[src/rtl/core/wwrn_pkg.sv]
package wwrn_pkg;

   localparam int EXP_TABLE_DEPTH = 256;
   localparam int EXP_IDX_W = $clog2(EXP_TABLE_DEPTH);
   localparam bit RECTIFY = 1'b1;

   localparam int NUM_W = 94;
   localparam int QUOT_W = 48;

   localparam logic signed [47:0] ONE_Q44 = 48'sh1000_0000_0000;
   localparam logic [47:0] ONE_Q46 = 48'h4000_0000_0000;
   localparam logic [47:0] TWO_Q46 = 48'h8000_0000_0000;
   localparam logic signed [63:0] LOG2E_Q60 = 64'sh1715_4765_2B82_FE17;
   localparam logic [63:0] LN2_Q50 = 64'h00B1_7217_F7D1_CF79 >> 6;
   localparam logic [127:0] MAG_LIMIT = 128'h1 << 62;
   localparam logic signed [63:0] MAX48_EXT = 64'sh0000_7FFF_FFFF_FFFF;
   localparam logic signed [63:0] MIN48_EXT = 64'shFFFF_8000_0000_0000;

   typedef enum logic [1:0] {SH_28, SH_32, SH_44, SH_60} shift_type;

   typedef enum logic [2:0] {
      CSR_DECAY,
      CSR_DRIVE_GAIN,
      CSR_NOISE_GAIN,
      CSR_RECURRENT_SLOPE,
      CSR_INPUT_SLOPE,
      CSR_SIGMOID_OFFSET,
      CSR_STEEPNESS,
      CSR_OUTPUT_SCALE
   } csr_index_type;

   typedef enum logic [3:0] {
      ST_IDLE,
      ST_EMIT,
      ST_DECAY,
      ST_NOISE,
      ST_REC,
      ST_INP,
      ST_STEEP,
      ST_LOG,
      ST_TBL,
      ST_INTERP,
      ST_DEN,
      ST_DIV,
      ST_DRIVE,
      ST_OUT
   } seq_state_type;

   typedef struct packed {
      logic      start;
      shift_type shift;
   } mul_ctrl_type;

   typedef struct packed {
      logic               done;
      logic signed [63:0] full;
      logic signed [47:0] sat;
   } mul_stat_type;

   typedef logic [EXP_TABLE_DEPTH-1:0][47:0] exp_rom_type;

   function automatic logic signed [47:0] sat48(input logic signed [63:0] v);
      if (v > MAX48_EXT) return 48'sh7FFF_FFFF_FFFF;
      if (v < MIN48_EXT) return 48'sh8000_0000_0000;
      return v[47:0];
   endfunction

   // 2^(i/depth) in Q2.46 from a Taylor series of exp(i*ln2/depth)
   function automatic exp_rom_type build_exp_rom();
      exp_rom_type  rom;
      logic [63:0]  y;
      logic [63:0]  term;
      logic [63:0]  sum;
      logic [127:0] prod;
      logic [63:0]  rnd;
      for (int i = 0; i < EXP_TABLE_DEPTH; i++) begin
         y = (LN2_Q50 * 64'(i)) / EXP_TABLE_DEPTH;
         term = 64'h1 << 50;
         sum = term;
         for (int k = 1; k <= 40; k++) begin
            prod = ({64'd0, term} * {64'd0, y}) + (128'h1 << 49);
            term = prod[113:50] / 64'(k);
            sum = sum + term;
         end
         rnd = (sum + 64'd8) >> 4;
         rom[i] = rnd[47:0];
      end
      return rom;
   endfunction

   localparam exp_rom_type EXP_ROM = build_exp_rom();

endpackage

[src/rtl/core/wwrn_div.sv]
module wwrn_div import wwrn_pkg::*; (
   input  logic              clock,
   input  logic              reset,
   input  logic              start,
   input  logic [NUM_W-1:0]  num,
   input  logic [47:0]       den,
   output logic              done,
   output logic [QUOT_W-1:0] quot
);

   logic [47:0]       rem_ff, rem_in;
   logic [47:0]       low_ff, low_in;
   logic [47:0]       den_ff, den_in;
   logic [QUOT_W-1:0] quot_ff, quot_in;
   logic [5:0]        cnt_ff, cnt_in;
   logic              busy_ff, busy_in;
   logic              done_ff, done_in;

   logic [48:0] trial;
   logic        fits;
   logic [48:0] diff;

   assign trial = {rem_ff, low_ff[47]};
   assign fits = trial >= {1'b0, den_ff};
   assign diff = trial - {1'b0, den_ff};

   assign done = done_ff;
   assign quot = quot_ff;

   always_comb begin
      rem_in = rem_ff;
      low_in = low_ff;
      den_in = den_ff;
      quot_in = quot_ff;
      cnt_in = cnt_ff;
      busy_in = busy_ff;
      done_in = 1'b0;
      if (start) begin
         // quotient fits in 48 bits, so the top part is already below den
         rem_in = {2'b00, num[NUM_W-1:48]};
         low_in = num[47:0];
         den_in = den;
         quot_in = '0;
         cnt_in = 6'd0;
         busy_in = 1'b1;
      end else if (busy_ff) begin
         rem_in = fits ? diff[47:0] : trial[47:0];
         low_in = {low_ff[46:0], 1'b0};
         quot_in = {quot_ff[QUOT_W-2:0], fits};
         cnt_in = cnt_ff + 6'd1;
         if (cnt_ff == 6'(QUOT_W - 1)) begin
            busy_in = 1'b0;
            done_in = 1'b1;
         end
      end
   end

   always_ff @(posedge clock) begin
      if (reset) begin
         busy_ff <= 1'b0;
         done_ff <= 1'b0;
         cnt_ff <= 6'd0;
      end else begin
         busy_ff <= busy_in;
         done_ff <= done_in;
         cnt_ff <= cnt_in;
      end
   end

   always_ff @(posedge clock) begin
      rem_ff <= rem_in;
      low_ff <= low_in;
      den_ff <= den_in;
      quot_ff <= quot_in;
   end

endmodule

[config.mk]
export PLATFORM = sky130hd
export DESIGN_NAME = wwrn_div
export DESIGN_NICKNAME = d
export VERILOG_FILES = /design/src/rtl/core/wwrn_pkg.sv /design/src/rtl/core/wwrn_div.sv
export SDC_FILE = /design/constraint.sdc
export NUM_CORES = 1
export LEC_CHECK = 0
export BUFFER_PORTS_ARGS = -buffer_cell sky130_fd_sc_hd__buf_2
export CAP_MARGIN = 25
export CORE_ASPECT_RATIO = 1.4
export CORE_MARGIN = 2
export CORE_UTILIZATION = 40
export CTS_CLUSTER_DIAMETER = 100
export DETAILED_ROUTE_END_ITERATION = 6
export GPL_TIMING_DRIVEN = 0
export MAX_ROUTING_LAYER = met4
export SLEW_MARGIN = 0
export SYNTH_ARGS = -nofsm -noshare
export SYNTH_HDL_FRONTEND = slang
export SYNTH_SLANG_ARGS = --single-unit
export TNS_END_PERCENT = 20
[constraint.sdc]
create_clock -name clock -period 8.8 [get_ports clock]
set_input_delay 1.32 -clock clock [delete_from_list [all_inputs] [get_ports clock]]
set_output_delay 1.32 -clock clock [all_outputs]
set_load 0.01 [all_outputs]
Word level (Yosys, flattened, before mapping). Cells that the tools add are included.

Bits in registers: 200. Output and inout port bits: 49. Input port bits: 145.

Multiplexer cells: 9. Equal/unequal tests: 1. $lt $le $gt $ge: 1. Add/subtract/negate cells: 2. Bitwise logic cells: 1. Reductions and logical operators: 3.

Operators by type and width (count): two-way mux 48 bit (3); two-way mux 46 bit (2); >= comparator 49 x 48 -> 1 bit (1); subtractor 48 bit (1); adder 6 x 1 -> 6 bit (second input constant) (1); == test 6 bit (second input constant) (1); two-way mux 1 bit (4); OR reduction 3 bit (1); nonzero test 2 bit (1); OR reduction 2 bit (1); NOT 1 bit (1).

Logic depth before layout (Yosys ltp).
Depth in word-level cells: 4. Depth in mapped cells: 14. Gate-level depth less buffers: 12.

Worst setup path before layout. Ideal clock, no wire load.

Path type: input to register. Start point: in start. End point: reg low_ff[0] (enable). Path slack: 4.092 ns. Stages: 5. Arrival: 3.821 ns. Path buffers: 3. Cell sequence: clkbuf_1 -> inv_1 -> buf_1 -> clkbuf_1 -> nand2_1.

Longest elaborated chain between the ends: 1.

RTL lines: start, declared (line wwrn_div.sv:4) `input logic start,`; nonzero test 2 bit (no line); end signal, assigned (line wwrn_div.sv:72) `low_ff <= low_in;`; end, declared (line wwrn_div.sv:12) `logic [47:0] low_ff, low_in;`.

Every way passes these cells. A chain may end at the register's enable or synchronous reset.

Final worst setup path.
Start point: in start. End point: reg rem_ff[41] (enable).

Longest elaborated chain between the ends: 1.

RTL lines: nonzero test 2 bit (no line); end signal, assigned (line wwrn_div.sv:71) `rem_ff <= rem_in;`; end, declared (line wwrn_div.sv:11) `logic [47:0] rem_ff, rem_in;`.

Every way passes these cells.

==> impl_metrics.toml <==
[cts]
cts_buffer_depth = 2
cts_root_buffer = "clkbuf_16"
cts_max_level = 4
clk_latency_ns = 0.45
cts_resized = 0
cts_tree = "built"
cts.reportedPaths.clkPinSlew_ns = 0.07
cts.sinks = 200
post_cts_buffers = 0
hold_buffers = 0
numCtsBuffers = 17

[sta]
hold_viol_final = 0
post-route-period-util_pct = 50.5
tns_ns = 0
slew_headroom_pct = 37.1
rsz0062_at_grt = "false"
finalSetupViolations = 0
skew_ns = 0.0114
layout_min_cycle_time_ns = 4.44
max_freq_mhz = 225
slew_violations = 0
worst_pin_slew_ns = 0.943

[pwr]
power_density_nw_per_um2 = 232
intPower_w = 0.00197
power.leakage_nw = 5.44
peakVddDrop_v = 0.000134
pwr-share-seq_pct = 38.6
switchingPower_w = 0.00108
p_comb_share_pct = 35.3
pwr-share-clk_pct = 26.1
swShare_pct = 35.5

[grt]
grt_pass1_vias = 9031
grt_usage_pct = 22.1
grt_overflow = 0
antenna_found_initial = 2
grt_max_degree = 53
grt_pass1_wl_um = 48500

[setup_path]
worstPathMaxFanout = 52
worst_ep_required_time_ns = 8.98
crit_path_cell_trace = "buf_2 -> buf_12 -> clkbuf_1 -> inv_1 -> buf_1 -> clkbuf_1 -> nand2_4 -> buf_12"
endpoint_kind = "flop"
critPathSlowestCell = "clkbuf_1"
cp-start-kind = "primary input"
critPathArrivalTime_ns = 4.62
rrSetupSlack_ns = 4.98
max_stage_delay_ns = 0.73
r2r_start = "rem_ff[19]"
worst-r2r-cell-count = 11
criticalPathCategory = "primary input to flop"
r2r_end = "rem_ff[26]"

[detailed_routing]
wl_per_cell_um = 18.9
antenna_left = 0
wl_um = 31700
routed-via-count = 8964
drt_pass1_iterations = 7
first_iter_violations = 554
routed_via_density = 5.35
drc = 0

[cells_and_area]
final_area_um2 = 13200
layout.nets = 1484
layout-drive-gt1-share_pct = 23.7
area_growth_pct = 18.5
final_core_util_pct = 48.0

[yosys]
synth_cells = 1075
avgSynthCellArea_um2 = 10.3
syn-cell-area_um2 = 11100
syn-num-nets = 1270
synth-edff-count = 142
yosysTopAreaCell = "edfxtp_1"
yosysMostFrequentCell = "edfxtp_1"
synth_ff_type = "edfxtp_1"
yosys_warnings = 0
synth-seq-cells = 200
ys_types = 70
synthArstFlopShare_pct = 0
yosysSeqAreaShare_pct = 48.8
synth_common_cells = "142 x edfxtp_1, 102 x nor2_1, 84 x a21oi_1"
synth_top_area_share_pct = 38.3
netlist_top_cells_area = "edfxtp_1 38%, dfxtp_1 10%, mux2_2 5.6%"

[hold_path]
hold_path_depth = 2
hold_start = "cnt_ff[5]"
min_to = "cnt_ff[5]"
hp-class = "flop to flop"

[die]
fp.coreArea_um2 = 27500
placementRows = 72
die_height_um = 201
start_util_pct = 40.5
die_area_um2 = 29200
ios = 194
die_w_um = 145

[outcome]
outcome = "finished, final reports clean"

[placed_design]
dp_hpwl_um = 23500
port_buffers = 193
place.gp.congestion = 0.934
place_area_um2 = 12600

[flow_run]
cap_violations = 0
-- routing by layer --
| metal | vias up | track usage, % | share of wire (%) |
|---|---|---|---|
| li1 | 4350 | - | - |
| met1 | 4286 | 24.0 | 40 |
| met2 | 258 | 39.4 | 52 |
| met3 | 70 | 4.08 | 4.7 |
| met4 | 0 | 9.65 | 3.9 |
| met5 | - | - | 0 |
-- worst max path at each step --
stage                             to  startpoint  slack [ns]  cells after the start
after CTS                  rem_ff[1]       start        4.28                      8
after floorplan            low_ff[0]       start        4.09                      5
after detailed placement   rem_ff[6]       start        3.78                      8
after global routing       rem_ff[1]       start        4.13                      8
after global placement    low_ff[15]       start        1.16                      6
final                     rem_ff[41]       start        4.36                      8
-- worst max-delay path: cells and delay by family --
kind	cells	cell delay [ns]
and+or+nand+nor	1	0.61
buffers and inverters	7	2.64
-- state kept, by name (all words and copies together) (netlist names) --
name	count
rem_ff	48
quot	48
low_ff	48
busy_ff	1
done	1
den_ff	48
cnt_ff	6
-- cells in the final DEF (no fill, tap or decap), types with 7 or more instances in the layout --
cell type	Yosys	routed
and2_1	7	7
o211ai_1	17	17
nand2_1	64	63
o21ai_0	42	42
mux2i_1	50	50
nand4_1	24	24
a211oi_1	12	12
a21o_1	13	13
nor2_1	102	102
o21a_1	30	30
mux2_2	55	55
a31oi_1	12	12
buf_1	9	9
nand3_1	17	17
a21oi_1	84	84
nor2b_1	8	8
dfxtp_1	58	58
o21ai_1	9	9
nor3_1	15	15
edfxtp_1	142	142
nand2b_1	9	9
or3_1	7	7
xnor2_1	20	20
inv_1	71	71
ha_1	49	49
xor2_1	20	20
buf_2	13	206
and3_1	12	12
clkbuf_16	0	17
clkbuf_1	37	39
-- per-stage QoR --
step	worst slack (ns)	total power [W]	hold slack [ns]	instances
after floorplan	4.09	0.00195	0.458	1075
after global routing	4.13	0.00322	0.555	1674
final	4.36	0.00305	0.493	1674
after CTS	4.28	0.00307	0.497	1672
after detailed placement	3.78	0.00226	0.478	1640
after global placement	1.16	0.00226	0.470	1638
-- area by class of cell --
type	count	area [µm²]
antenna	2	5.00
buffer	61	256
clock buffer	19	433
clock inverter	13	143
fill	2657	14300
inverter	71	267
multi-input combinational	743	5180
sequential	200	5430
tap	370	463
timing repair buffer	195	1010
-- logic make-up after synthesis --
group	synth area share, %
compound gates	15.4
flops	48.8
xor+xnor	3.15
fa+ha+maj	5.69
simple gates	12.2
buf+inv	4.70
mux	10.1
-- power by group through the flow --
stage	clock (W)	sequential [W]	combinational (W)
floorplan	0	0.00118	0.000769
global placement	0	0.00120	0.00106
detailed placement	0	0.00120	0.00106
CTS	0.000818	0.00118	0.00107
global route	0.000846	0.00119	0.00119
finish	0.000797	0.00118	0.00108
(Power assumes the default switching activity.)
