`src/rtl/core/wwrn_pkg.sv`:
```
package wwrn_pkg;

   localparam int EXP_TABLE_DEPTH = 256;
   localparam int EXP_IDX_W = $clog2(EXP_TABLE_DEPTH);
   localparam bit RECTIFY = 1'b1;

   localparam int NUM_W = 94;
   localparam int QUOT_W = 48;

   localparam logic signed [47:0] ONE_Q44 = 48'sh1000_0000_0000;
   localparam logic [47:0] ONE_Q46 = 48'h4000_0000_0000;
   localparam logic [47:0] TWO_Q46 = 48'h8000_0000_0000;
   localparam logic signed [63:0] LOG2E_Q60 = 64'sh1715_4765_2B82_FE17;
   localparam logic [63:0] LN2_Q50 = 64'h00B1_7217_F7D1_CF79 >> 6;
   localparam logic [127:0] MAG_LIMIT = 128'h1 << 62;
   localparam logic signed [63:0] MAX48_EXT = 64'sh0000_7FFF_FFFF_FFFF;
   localparam logic signed [63:0] MIN48_EXT = 64'shFFFF_8000_0000_0000;

   typedef enum logic [1:0] {SH_28, SH_32, SH_44, SH_60} shift_type;

   typedef enum logic [2:0] {
      CSR_DECAY,
      CSR_DRIVE_GAIN,
      CSR_NOISE_GAIN,
      CSR_RECURRENT_SLOPE,
      CSR_INPUT_SLOPE,
      CSR_SIGMOID_OFFSET,
      CSR_STEEPNESS,
      CSR_OUTPUT_SCALE
   } csr_index_type;

   typedef enum logic [3:0] {
      ST_IDLE,
      ST_EMIT,
      ST_DECAY,
      ST_NOISE,
      ST_REC,
      ST_INP,
      ST_STEEP,
      ST_LOG,
      ST_TBL,
      ST_INTERP,
      ST_DEN,
      ST_DIV,
      ST_DRIVE,
      ST_OUT
   } seq_state_type;

   typedef struct packed {
      logic      start;
      shift_type shift;
   } mul_ctrl_type;

   typedef struct packed {
      logic               done;
      logic signed [63:0] full;
      logic signed [47:0] sat;
   } mul_stat_type;

   typedef logic [EXP_TABLE_DEPTH-1:0][47:0] exp_rom_type;

   function automatic logic signed [47:0] sat48(input logic signed [63:0] v);
      if (v > MAX48_EXT) return 48'sh7FFF_FFFF_FFFF;
      if (v < MIN48_EXT) return 48'sh8000_0000_0000;
      return v[47:0];
   endfunction

   // 2^(i/depth) in Q2.46 from a Taylor series of exp(i*ln2/depth)
   function automatic exp_rom_type build_exp_rom();
      exp_rom_type  rom;
      logic [63:0]  y;
      logic [63:0]  term;
      logic [63:0]  sum;
      logic [127:0] prod;
      logic [63:0]  rnd;
      for (int i = 0; i < EXP_TABLE_DEPTH; i++) begin
         y = (LN2_Q50 * 64'(i)) / EXP_TABLE_DEPTH;
         term = 64'h1 << 50;
         sum = term;
         for (int k = 1; k <= 40; k++) begin
            prod = ({64'd0, term} * {64'd0, y}) + (128'h1 << 49);
            term = prod[113:50] / 64'(k);
            sum = sum + term;
         end
         rnd = (sum + 64'd8) >> 4;
         rom[i] = rnd[47:0];
      end
      return rom;
   endfunction

   localparam exp_rom_type EXP_ROM = build_exp_rom();

endpackage

```
`src/rtl/core/wwrn_mul.sv`:
```
module wwrn_mul import wwrn_pkg::*; (
   input  logic               clock,
   input  logic               reset,
   input  mul_ctrl_type       ctrl,
   input  logic signed [63:0] op_a,
   input  logic signed [63:0] op_b,
   output mul_stat_type       stat
);

   logic [63:0]  a_mag_ff, a_mag_in;
   logic [63:0]  b_mag_ff, b_mag_in;
   logic         neg_ff, neg_in;
   shift_type    shift_ff, shift_in;
   logic [127:0] acc_ff, acc_in;
   logic [1:0]   cnt_ff, cnt_in;
   logic         busy_ff, busy_in;
   logic         done_ff, done_in;

   logic [31:0]  a_half, b_half;
   logic [63:0]  pp;
   logic [127:0] pp_pos;
   logic [127:0] rnd_sum;
   logic [127:0] rounded;
   logic [63:0]  mag_c;
   logic signed [63:0] full;

   assign a_half = cnt_ff[1] ? a_mag_ff[63:32] : a_mag_ff[31:0];
   assign b_half = cnt_ff[0] ? b_mag_ff[63:32] : b_mag_ff[31:0];
   assign pp = {32'd0, a_half} * {32'd0, b_half};

   always_comb begin
      case (cnt_ff)
         2'd0: pp_pos = {64'd0, pp};
         2'd3: pp_pos = {pp, 64'd0};
         default: pp_pos = {32'd0, pp, 32'd0};
      endcase
   end

   // round half away from zero on the magnitude, then shift down
   always_comb begin
      case (shift_ff)
         SH_28: begin
            rnd_sum = acc_ff + (128'h1 << 27);
            rounded = rnd_sum >> 28;
         end
         SH_32: begin
            rnd_sum = acc_ff + (128'h1 << 31);
            rounded = rnd_sum >> 32;
         end
         SH_44: begin
            rnd_sum = acc_ff + (128'h1 << 43);
            rounded = rnd_sum >> 44;
         end
         default: begin
            rnd_sum = acc_ff + (128'h1 << 59);
            rounded = rnd_sum >> 60;
         end
      endcase
   end

   assign mag_c = (rounded > MAG_LIMIT) ? MAG_LIMIT[63:0] : rounded[63:0];
   assign full = neg_ff ? -$signed(mag_c) : $signed(mag_c);

   assign stat.done = done_ff;
   assign stat.full = full;
   assign stat.sat = sat48(full);

   always_comb begin
      a_mag_in = a_mag_ff;
      b_mag_in = b_mag_ff;
      neg_in = neg_ff;
      shift_in = shift_ff;
      acc_in = acc_ff;
      cnt_in = cnt_ff;
      busy_in = busy_ff;
      done_in = 1'b0;
      if (ctrl.start) begin
         a_mag_in = op_a[63] ? 64'(-op_a) : 64'(op_a);
         b_mag_in = op_b[63] ? 64'(-op_b) : 64'(op_b);
         neg_in = op_a[63] ^ op_b[63];
         shift_in = ctrl.shift;
         acc_in = '0;
         cnt_in = 2'd0;
         busy_in = 1'b1;
      end else if (busy_ff) begin
         acc_in = acc_ff + pp_pos;
         cnt_in = cnt_ff + 2'd1;
         if (cnt_ff == 2'd3) begin
            busy_in = 1'b0;
            done_in = 1'b1;
         end
      end
   end

   always_ff @(posedge clock) begin
      if (reset) begin
         busy_ff <= 1'b0;
         done_ff <= 1'b0;
         cnt_ff <= 2'd0;
      end else begin
         busy_ff <= busy_in;
         done_ff <= done_in;
         cnt_ff <= cnt_in;
      end
   end

   always_ff @(posedge clock) begin
      a_mag_ff <= a_mag_in;
      b_mag_ff <= b_mag_in;
      neg_ff <= neg_in;
      shift_ff <= shift_in;
      acc_ff <= acc_in;
   end

endmodule

```
`config.mk`:
```
export PLATFORM = sky130hd
export DESIGN_NAME = wwrn_mul
export DESIGN_NICKNAME = d
export VERILOG_FILES = /design/src/rtl/core/wwrn_pkg.sv /design/src/rtl/core/wwrn_mul.sv
export SDC_FILE = /design/constraint.sdc
export NUM_CORES = 2
export LEC_CHECK = 0
export ABC_AREA = 1
export BUFFER_PORTS_ARGS = -buffer_cell sky130_fd_sc_hd__clkbuf_2
export CORE_AREA = 2 2 355 357
export DETAILED_ROUTE_END_ITERATION = 16
export DIE_AREA = 0 0 357 359
export MAX_ROUTING_LAYER = met4
export PLACE_DENSITY = 0.72
export SYNTH_ARGS = -nofsm -noshare
export SYNTH_HDL_FRONTEND = slang
export SYNTH_SLANG_ARGS = --single-unit
```
`constraint.sdc`:
```
create_clock -name clock -period 11.9 [get_ports clock]
set_input_delay 1.19 -clock clock [delete_from_list [all_inputs] [get_ports clock]]
set_output_delay 1.19 -clock clock [all_outputs]
set_load 0.05 [all_outputs]
```
; ---- After elaboration in Yosys (flattened, before gate mapping)
; Cells that the tools add are included.
[op_classes]
n_addsub = 9
n_mul = 1
n_lt_le_gt_ge = 3
eq_ne = 3
mux = 19
n_bitwise = 2
n_reduce_logical = 4
[ops]
columns = op, count
row1 = one-hot mux 100 bit (3 select lines), 1
row2 = one-hot mux 128 bit (2 select lines), 1
row3 = 2-to-1 mux 48 bit, 4
row4 = negation 64 bit, 3
row5 = adder 128 bit, 1
row6 = adder 128 x 28 -> 128 bit (second input constant), 1
row7 = adder 128 x 32 -> 128 bit (second input constant), 1
row8 = adder 128 x 44 -> 128 bit (second input constant), 1
row9 = adder 128 x 60 -> 128 bit (second input constant), 1
row10 = greater-than comparator 128 x 63 -> 1 bit (second input constant), 1
row11 = 2-to-1 mux 64 bit, 2
row12 = 2-to-1 mux 63 bit, 2
row13 = greater-than comparator 64 x 48 -> 1 bit (second input constant), 1
row14 = less-than comparator 64 x 48 -> 1 bit (second input constant), 1
row15 = multiplier 32 x 32 -> 64 bit, 1
row16 = 2-to-1 mux 32 bit, 2
row17 = 2-to-1 mux 1 bit, 7
row18 = equality test 2 bit (second input constant), 2
row19 = zero test 2 bit, 2
row20 = OR reduction 3 bit, 1
row21 = adder 2 x 1 -> 2 bit (second input constant), 1
row22 = equality test 2 x 1 -> 1 bit (second input constant), 1
row23 = OR reduction 2 bit, 1
row24 = NOT 1 bit, 1
row25 = bitwise XOR 1 bit, 1
[totals]
ff_bits = 263
inputBits = 133
output_inout_bits = 113
word_cells = 51

; ---- Depth between registers and ports, before layout
[logic_depth]
ltp_word = 11
mapped_depth = 68
ltp_nobuf = 65

; ---- Worst setup path after synthesis
; OpenSTA, ideal clock, no wires.
[synth_path]
path_kind = register to register
from = register cnt_ff[0]
to = register acc_ff[117]
setup_time_ns = 0.115
arrival_ns = 10.485
required_ns = 11.785
setup_slack_ns = 1.299
stages_incl_launch_ff = 52
path_buffers = 4
period_less_slack_ns = 10.601
path_cell_list = dfxtp_1 clkbuf_1 inv_1 clkbuf_1 or2_2 o21ai_0 clkbuf_1 clkbuf_1 nor2_1 fa_1 fa_1 fa_1 inv_1 fa_1 inv_1 fa_1 fa_1 fa_1 (+16 left out) o22ai_1 ha_1 nand2_1 nor2_1 inv_1 nor2_1 nand2_1 nor4_1 a21oi_1 o21ai_0 a21oi_1 o21ai_0 nand3_1 o211ai_1 a21oi_1 xnor2_1 o21ai_0 inv_1
[synth_between]
elab_chain_len = 4
elab_cells_between_ends = 6
cone_classes = add/sub: 1 / mul: 1 / eq/ne: 1 / mux: 2 / reduce/logical: 1
[synth_rtl]
columns = element, line_no
row1 = from (decl), wwrn_mul.sv:15  ; logic [1:0] cnt_ff, cnt_in;
row2 = from (signal assigned), wwrn_mul.sv:103  ; cnt_ff <= cnt_in;
row3 = 2-to-1 mux 32 bit, wwrn_mul.sv:28  ; assign b_half = cnt_ff[0] ? b_mag_ff[63:32] : b_mag_ff[31:0];
row4 = multiplier 32 x 32 -> 64 bit, wwrn_mul.sv:29  ; assign pp = {32'd0, a_half} * {32'd0, b_half};
row5 = one-hot mux 128 bit (2 select lines) (*), wwrn_mul.sv:32  ; case (cnt_ff)
row6 = adder 128 bit (*), wwrn_mul.sv:86  ; acc_in = acc_ff + pp_pos;
row7 = to (signal assigned), wwrn_mul.sv:112  ; acc_ff <= acc_in;
row8 = to (decl), wwrn_mul.sv:14  ; logic [127:0] acc_ff, acc_in;
; Mark *: on every way between the ends. The rest lies on a longest branch, timed or not.
; A chain may end at the register's enable or synchronous reset.

; ---- Final worst setup path
[layout_path]
from = register cnt_ff[1]
to = register acc_ff[114]
[layout_between]
elab_chain_len = 4
elab_cells_between_ends = 6
cone_classes = add/sub: 1 / mul: 1 / eq/ne: 1 / mux: 2 / reduce/logical: 1
[layout_rtl]
columns = element, line_no
row1 = 2-to-1 mux 32 bit, wwrn_mul.sv:27  ; assign a_half = cnt_ff[1] ? a_mag_ff[63:32] : a_mag_ff[31:0];
row2 = multiplier 32 x 32 -> 64 bit, wwrn_mul.sv:29
row3 = one-hot mux 128 bit (2 select lines) (*), wwrn_mul.sv:32
row4 = adder 128 bit (*), wwrn_mul.sv:86
; Marked as above.

==> impl_summary.log <==
[metrics] clock root buffer master: sky130_fd_sc_hd__clkbuf_16
[metrics] layout cells sized above 1: 9.34%
[metrics] floorplan die height: 359 um
[metrics] Slew headroom: 13.2%
[metrics] final-report max-slew violation count: 0
[metrics] number of buffer cells added on primary ports: 245
[metrics] logic depth of the worst register-to-register path: 47
[metrics] kind of start point of the critical path: flop
[metrics] number of buffers created by CTS: 37
[metrics] Die X-Extent: 357 um
[metrics] path category of the worst min-delay check: flop to flop
[metrics] critical register-to-register path startpoint: cnt_ff[1]
[metrics] worst hold path stage count: 2
[metrics] number of flops mapped to enable cells by yosys: 131
[metrics] uppermost layer routed: met4
[metrics] critical path's slowest cell: sky130_fd_sc_hd__fa_1
[metrics] antenna-violating nets left: 0
[metrics] Worst Path Arrival: 12.30 ns
[metrics] number of maximum-capacitance constraint violations: 0
[metrics] Worst Setup End Kind: flop
[metrics] data required time at the worst endpoint: 12.45 ns
[metrics] r2r endpoint: acc_ff[114]
[metrics] core outline area: 125000 um^2
[metrics] H-Tree Depth: 2
[metrics] Worst Hold Slack: 0.525 ns
[metrics] largest net degree at the start of global routing: 131
[metrics] Tmin final: 11.75 ns
[metrics] final worst path period share: 98.7%
[metrics] number of global-route vias before repair: 71.4k
[metrics] share of synthesized flip-flops with an asynchronous set or reset: 0%
[metrics] max incr delay on CP: 0.63 ns
[metrics] Post-Syn Area: 68100 um^2
[metrics] highest attainable clock frequency: 85.1 MHz
[metrics] I/O pin count: 246
[metrics] weighted congestion at the end of routability-driven global placement: 1.24
[metrics] met2 wire len: 133000 um
[metrics] initial core utilization: 54.7%
[metrics] aggregate negative setup slack: 0 ns
[metrics] most frequent cell on the critical path: sky130_fd_sc_hd__inv_1
[metrics] kind of critical path: flop to flop
[metrics] count of mapped cells out of synthesis: 10.2k
[metrics] Tot GR Track Use: 50.0%
[metrics] Die Footprint: 128000 um^2
[metrics] CTS sink count: 263
[metrics] wire length after detailed routing: 315000 um
[metrics] Congestion Overflow GR: 0
[metrics] initial antenna violation count: 5
[metrics] wl on met1: 111000 um
[metrics] standard-cell rows: 130
[metrics] Final setup viols: 0
[metrics] fillers: 11.8k
[metrics] post-layout utilization of the core: 59.9%
[metrics] run status: finished clean
[metrics] length of the first detailed-routing pass in iterations: 7
[metrics] post-detail-place hpwl: 261000 um
[metrics] Yosys Warn Count: 0
[metrics] number of distinct library cells after synthesis: 55
[metrics] post-detailed-route wirelength per cell: 25.9 um
[metrics] clock insertion delay at the later pin of the skew report: 0.63 ns
[metrics] post-detailed-route DRC marker count: 0
[metrics] clock tree from TritonCTS: built
[metrics] highest net fanout along the worst path: 10
[metrics] worst slew pin tran: 1.29 ns
[metrics] total via count in the routed design: 73.6k
[metrics] post-synthesis area per instance: 6.69 um^2
[metrics] Worst Hold Endpoint: acc_ff[0]
[metrics] clock tree buffer depth: 3
[metrics] first-pass GRT wire length: 459000 um
[metrics] worst hold start: acc_ff[0]
[metrics] worst clock skew on the final layout: 0.0686 ns
[metrics] top-area cell type share of the netlist area: 26.4%
[metrics] number of synthesized register bits: 263
[metrics] area growth from synthesis to final layout: 9.67%
[metrics] vias per inst: 6.06
[metrics] Iteration-0 DRC Markers: 10.3k
[metrics] number of hold-slack violations in the final timing report: 0
[metrics] register-to-register path setup slack: 0.15 ns
[metrics] met3 wirelength from detailed routing: 37800 um
[metrics] Post-layout nets: 11.9k
[metrics] sequential element share of the synthesized area: 9.66%
[metrics] post-synth net total: 11.6k
[metrics] most area-consuming cells after synthesis: sky130_fd_sc_hd__fa_1, sky130_fd_sc_hd__nand2_1, sky130_fd_sc_hd__inv_1, sky130_fd_sc_hd__nor2_1, sky130_fd_sc_hd__ha_1
[metrics] cell accounting for the most synthesized area: sky130_fd_sc_hd__fa_1
[metrics] clock slew at reported path FFs: 0.06 ns
[metrics] leading register cell type out of synthesis: sky130_fd_sc_hd__dfxtp_1
## critical path: cells and delay by family (launching register included)
family                   cells  cell delay, ns
AND/OR/NAND/NOR             10            1.72
AO/OA/AOI/OAI               13            2.88
flip-flops                   1            0.40
adder cells (fa/ha/maj)     10            4.88
XOR/XNOR                     1            0.29
buffers and inverters       13            1.51
## synthesized netlist by cell type (24+ instances only)
master / n
sky130_fd_sc_hd__nor2_2: 54
sky130_fd_sc_hd__nand2_1: 1953
sky130_fd_sc_hd__nand2_2: 27
sky130_fd_sc_hd__fa_1: 897
sky130_fd_sc_hd__clkinv_1: 45
sky130_fd_sc_hd__or2_2: 78
sky130_fd_sc_hd__o21ai_1: 75
sky130_fd_sc_hd__nor4_1: 24
sky130_fd_sc_hd__xnor2_1: 140
sky130_fd_sc_hd__xor2_1: 240
sky130_fd_sc_hd__clkbuf_1: 269
sky130_fd_sc_hd__a31oi_1: 111
sky130_fd_sc_hd__edfxtp_1: 131
sky130_fd_sc_hd__nand3_1: 521
sky130_fd_sc_hd__inv_2: 26
sky130_fd_sc_hd__nand4_1: 93
sky130_fd_sc_hd__o22ai_1: 59
sky130_fd_sc_hd__dfxtp_1: 132
sky130_fd_sc_hd__o211ai_1: 30
sky130_fd_sc_hd__ha_1: 406
sky130_fd_sc_hd__o21ai_0: 433
sky130_fd_sc_hd__a21oi_1: 519
sky130_fd_sc_hd__inv_1: 1944
sky130_fd_sc_hd__o31ai_1: 31
sky130_fd_sc_hd__nor2_1: 1638
sky130_fd_sc_hd__o21a_1: 25
sky130_fd_sc_hd__nor3_1: 84
## flip-flops by register name, summed over array words and instances, names as in the netlist
register	flops
cnt_ff	2
neg_ff	1
done_ff	1
busy_ff	1
b_mag_ff	64
a_mag_ff	64
acc_ff	128
shift_ff	2
## timing repair
action | CTS | global route
gates resized for setup | 4 | 123
hold buffers | 0 | 0
cloned | 0 | 1
setup endpoints to repair | 11 | 76
buffers inserted | 0 | 17
pin swaps | 0 | 13
## layout by cell type (no fill, tap or decap), types with 84 or more instances in the layout
master,Yosys,layout
sky130_fd_sc_hd__nand4_1,93,93
sky130_fd_sc_hd__clkbuf_2,2,244
sky130_fd_sc_hd__fa_1,897,896
sky130_fd_sc_hd__xnor2_1,140,136
sky130_fd_sc_hd__inv_1,1944,1939
sky130_fd_sc_hd__o21ai_0,433,397
sky130_fd_sc_hd__nand2_1,1953,1951
sky130_fd_sc_hd__edfxtp_1,131,131
sky130_fd_sc_hd__a31oi_1,111,106
sky130_fd_sc_hd__a21oi_1,519,504
sky130_fd_sc_hd__nor2_1,1638,1632
sky130_fd_sc_hd__xor2_1,240,234
sky130_fd_sc_hd__dfxtp_1,132,129
sky130_fd_sc_hd__buf_4,11,314
sky130_fd_sc_hd__nor3_1,84,84
sky130_fd_sc_hd__nand3_1,521,521
sky130_fd_sc_hd__ha_1,406,399
## kinds of logic (layout without fill, tap and decap cells)
group / Yosys count / in the layout / share of synthesized area (%)
AND/OR/NAND/NOR: 4519 / 4519 / 27.4
buffers and inverters: 2339 / 2663 / 13.1
AO/OA/AOI/OAI: 1370 / 1370 / 11.1
adder cells (fa/ha/maj): 1303 / 1303 / 33.8
XOR/XNOR: 380 / 380 / 4.89
flip-flops: 263 / 263 / 9.66
other: 0 / 7 / 0
## cell type report
| type | instances | area, um^2 | share of cell area, % |
|---|---|---|---|
| multi-input cells | 7572 | 53200 | 71.2 |
| repair buffers | 580 | 3930 | 5.26 |
| clock inverters | 22 | 339 | 0.454 |
| diodes | 7 | 17.5 | 0.0235 |
| clock buffers | 45 | 977 | 1.31 |
| repair inverters | 1 | 7.51 | 0.0101 |
| flip-flops and latches | 263 | 6580 | 8.81 |
| inverters | 2015 | 7600 | 10.2 |
| well taps | 1650 | 2060 | 2.76 |
## layer usage
metal	vias to the layer above	GRT usage (%)
met4	0	41.3
met1	34733	59.0
li1	32138	-
met2	5274	72.0
met5	-	-
met3	1462	12.2
## worst max-delay path by stage
stage	to	cells after the start	slack, ns	from
after CTS	acc_ff[122]	55	0.002	cnt_ff[1]
after detailed placement	acc_ff[122]	53	-0.11	cnt_ff[1]
after global routing	acc_ff[125]	48	-0.08	cnt_ff[1]
after global placement	acc_ff[119]	45	0.06	cnt_ff[0]
final	acc_ff[114]	47	0.15	cnt_ff[1]
after floorplan	acc_ff[117]	51	1.30	cnt_ff[0]
## per-stage QoR
stage | worst slack, ns | cells | area, um^2
2_1_floorplan | 1.30 | 10174 | 68100
3_3_place_gp | 0.0622 | 12063 | 72700
3_5_place_dp | -0.109 | 12063 | 72700
4_1_cts | 0.00238 | 12130 | 74100
5_1_grt | -0.0832 | 12154 | 74700
6_report | 0.150 | 12155 | 74700
Power is not shown: default switching activity piles up to over one toggle a cycle in this logic, so the estimate is an artifact.
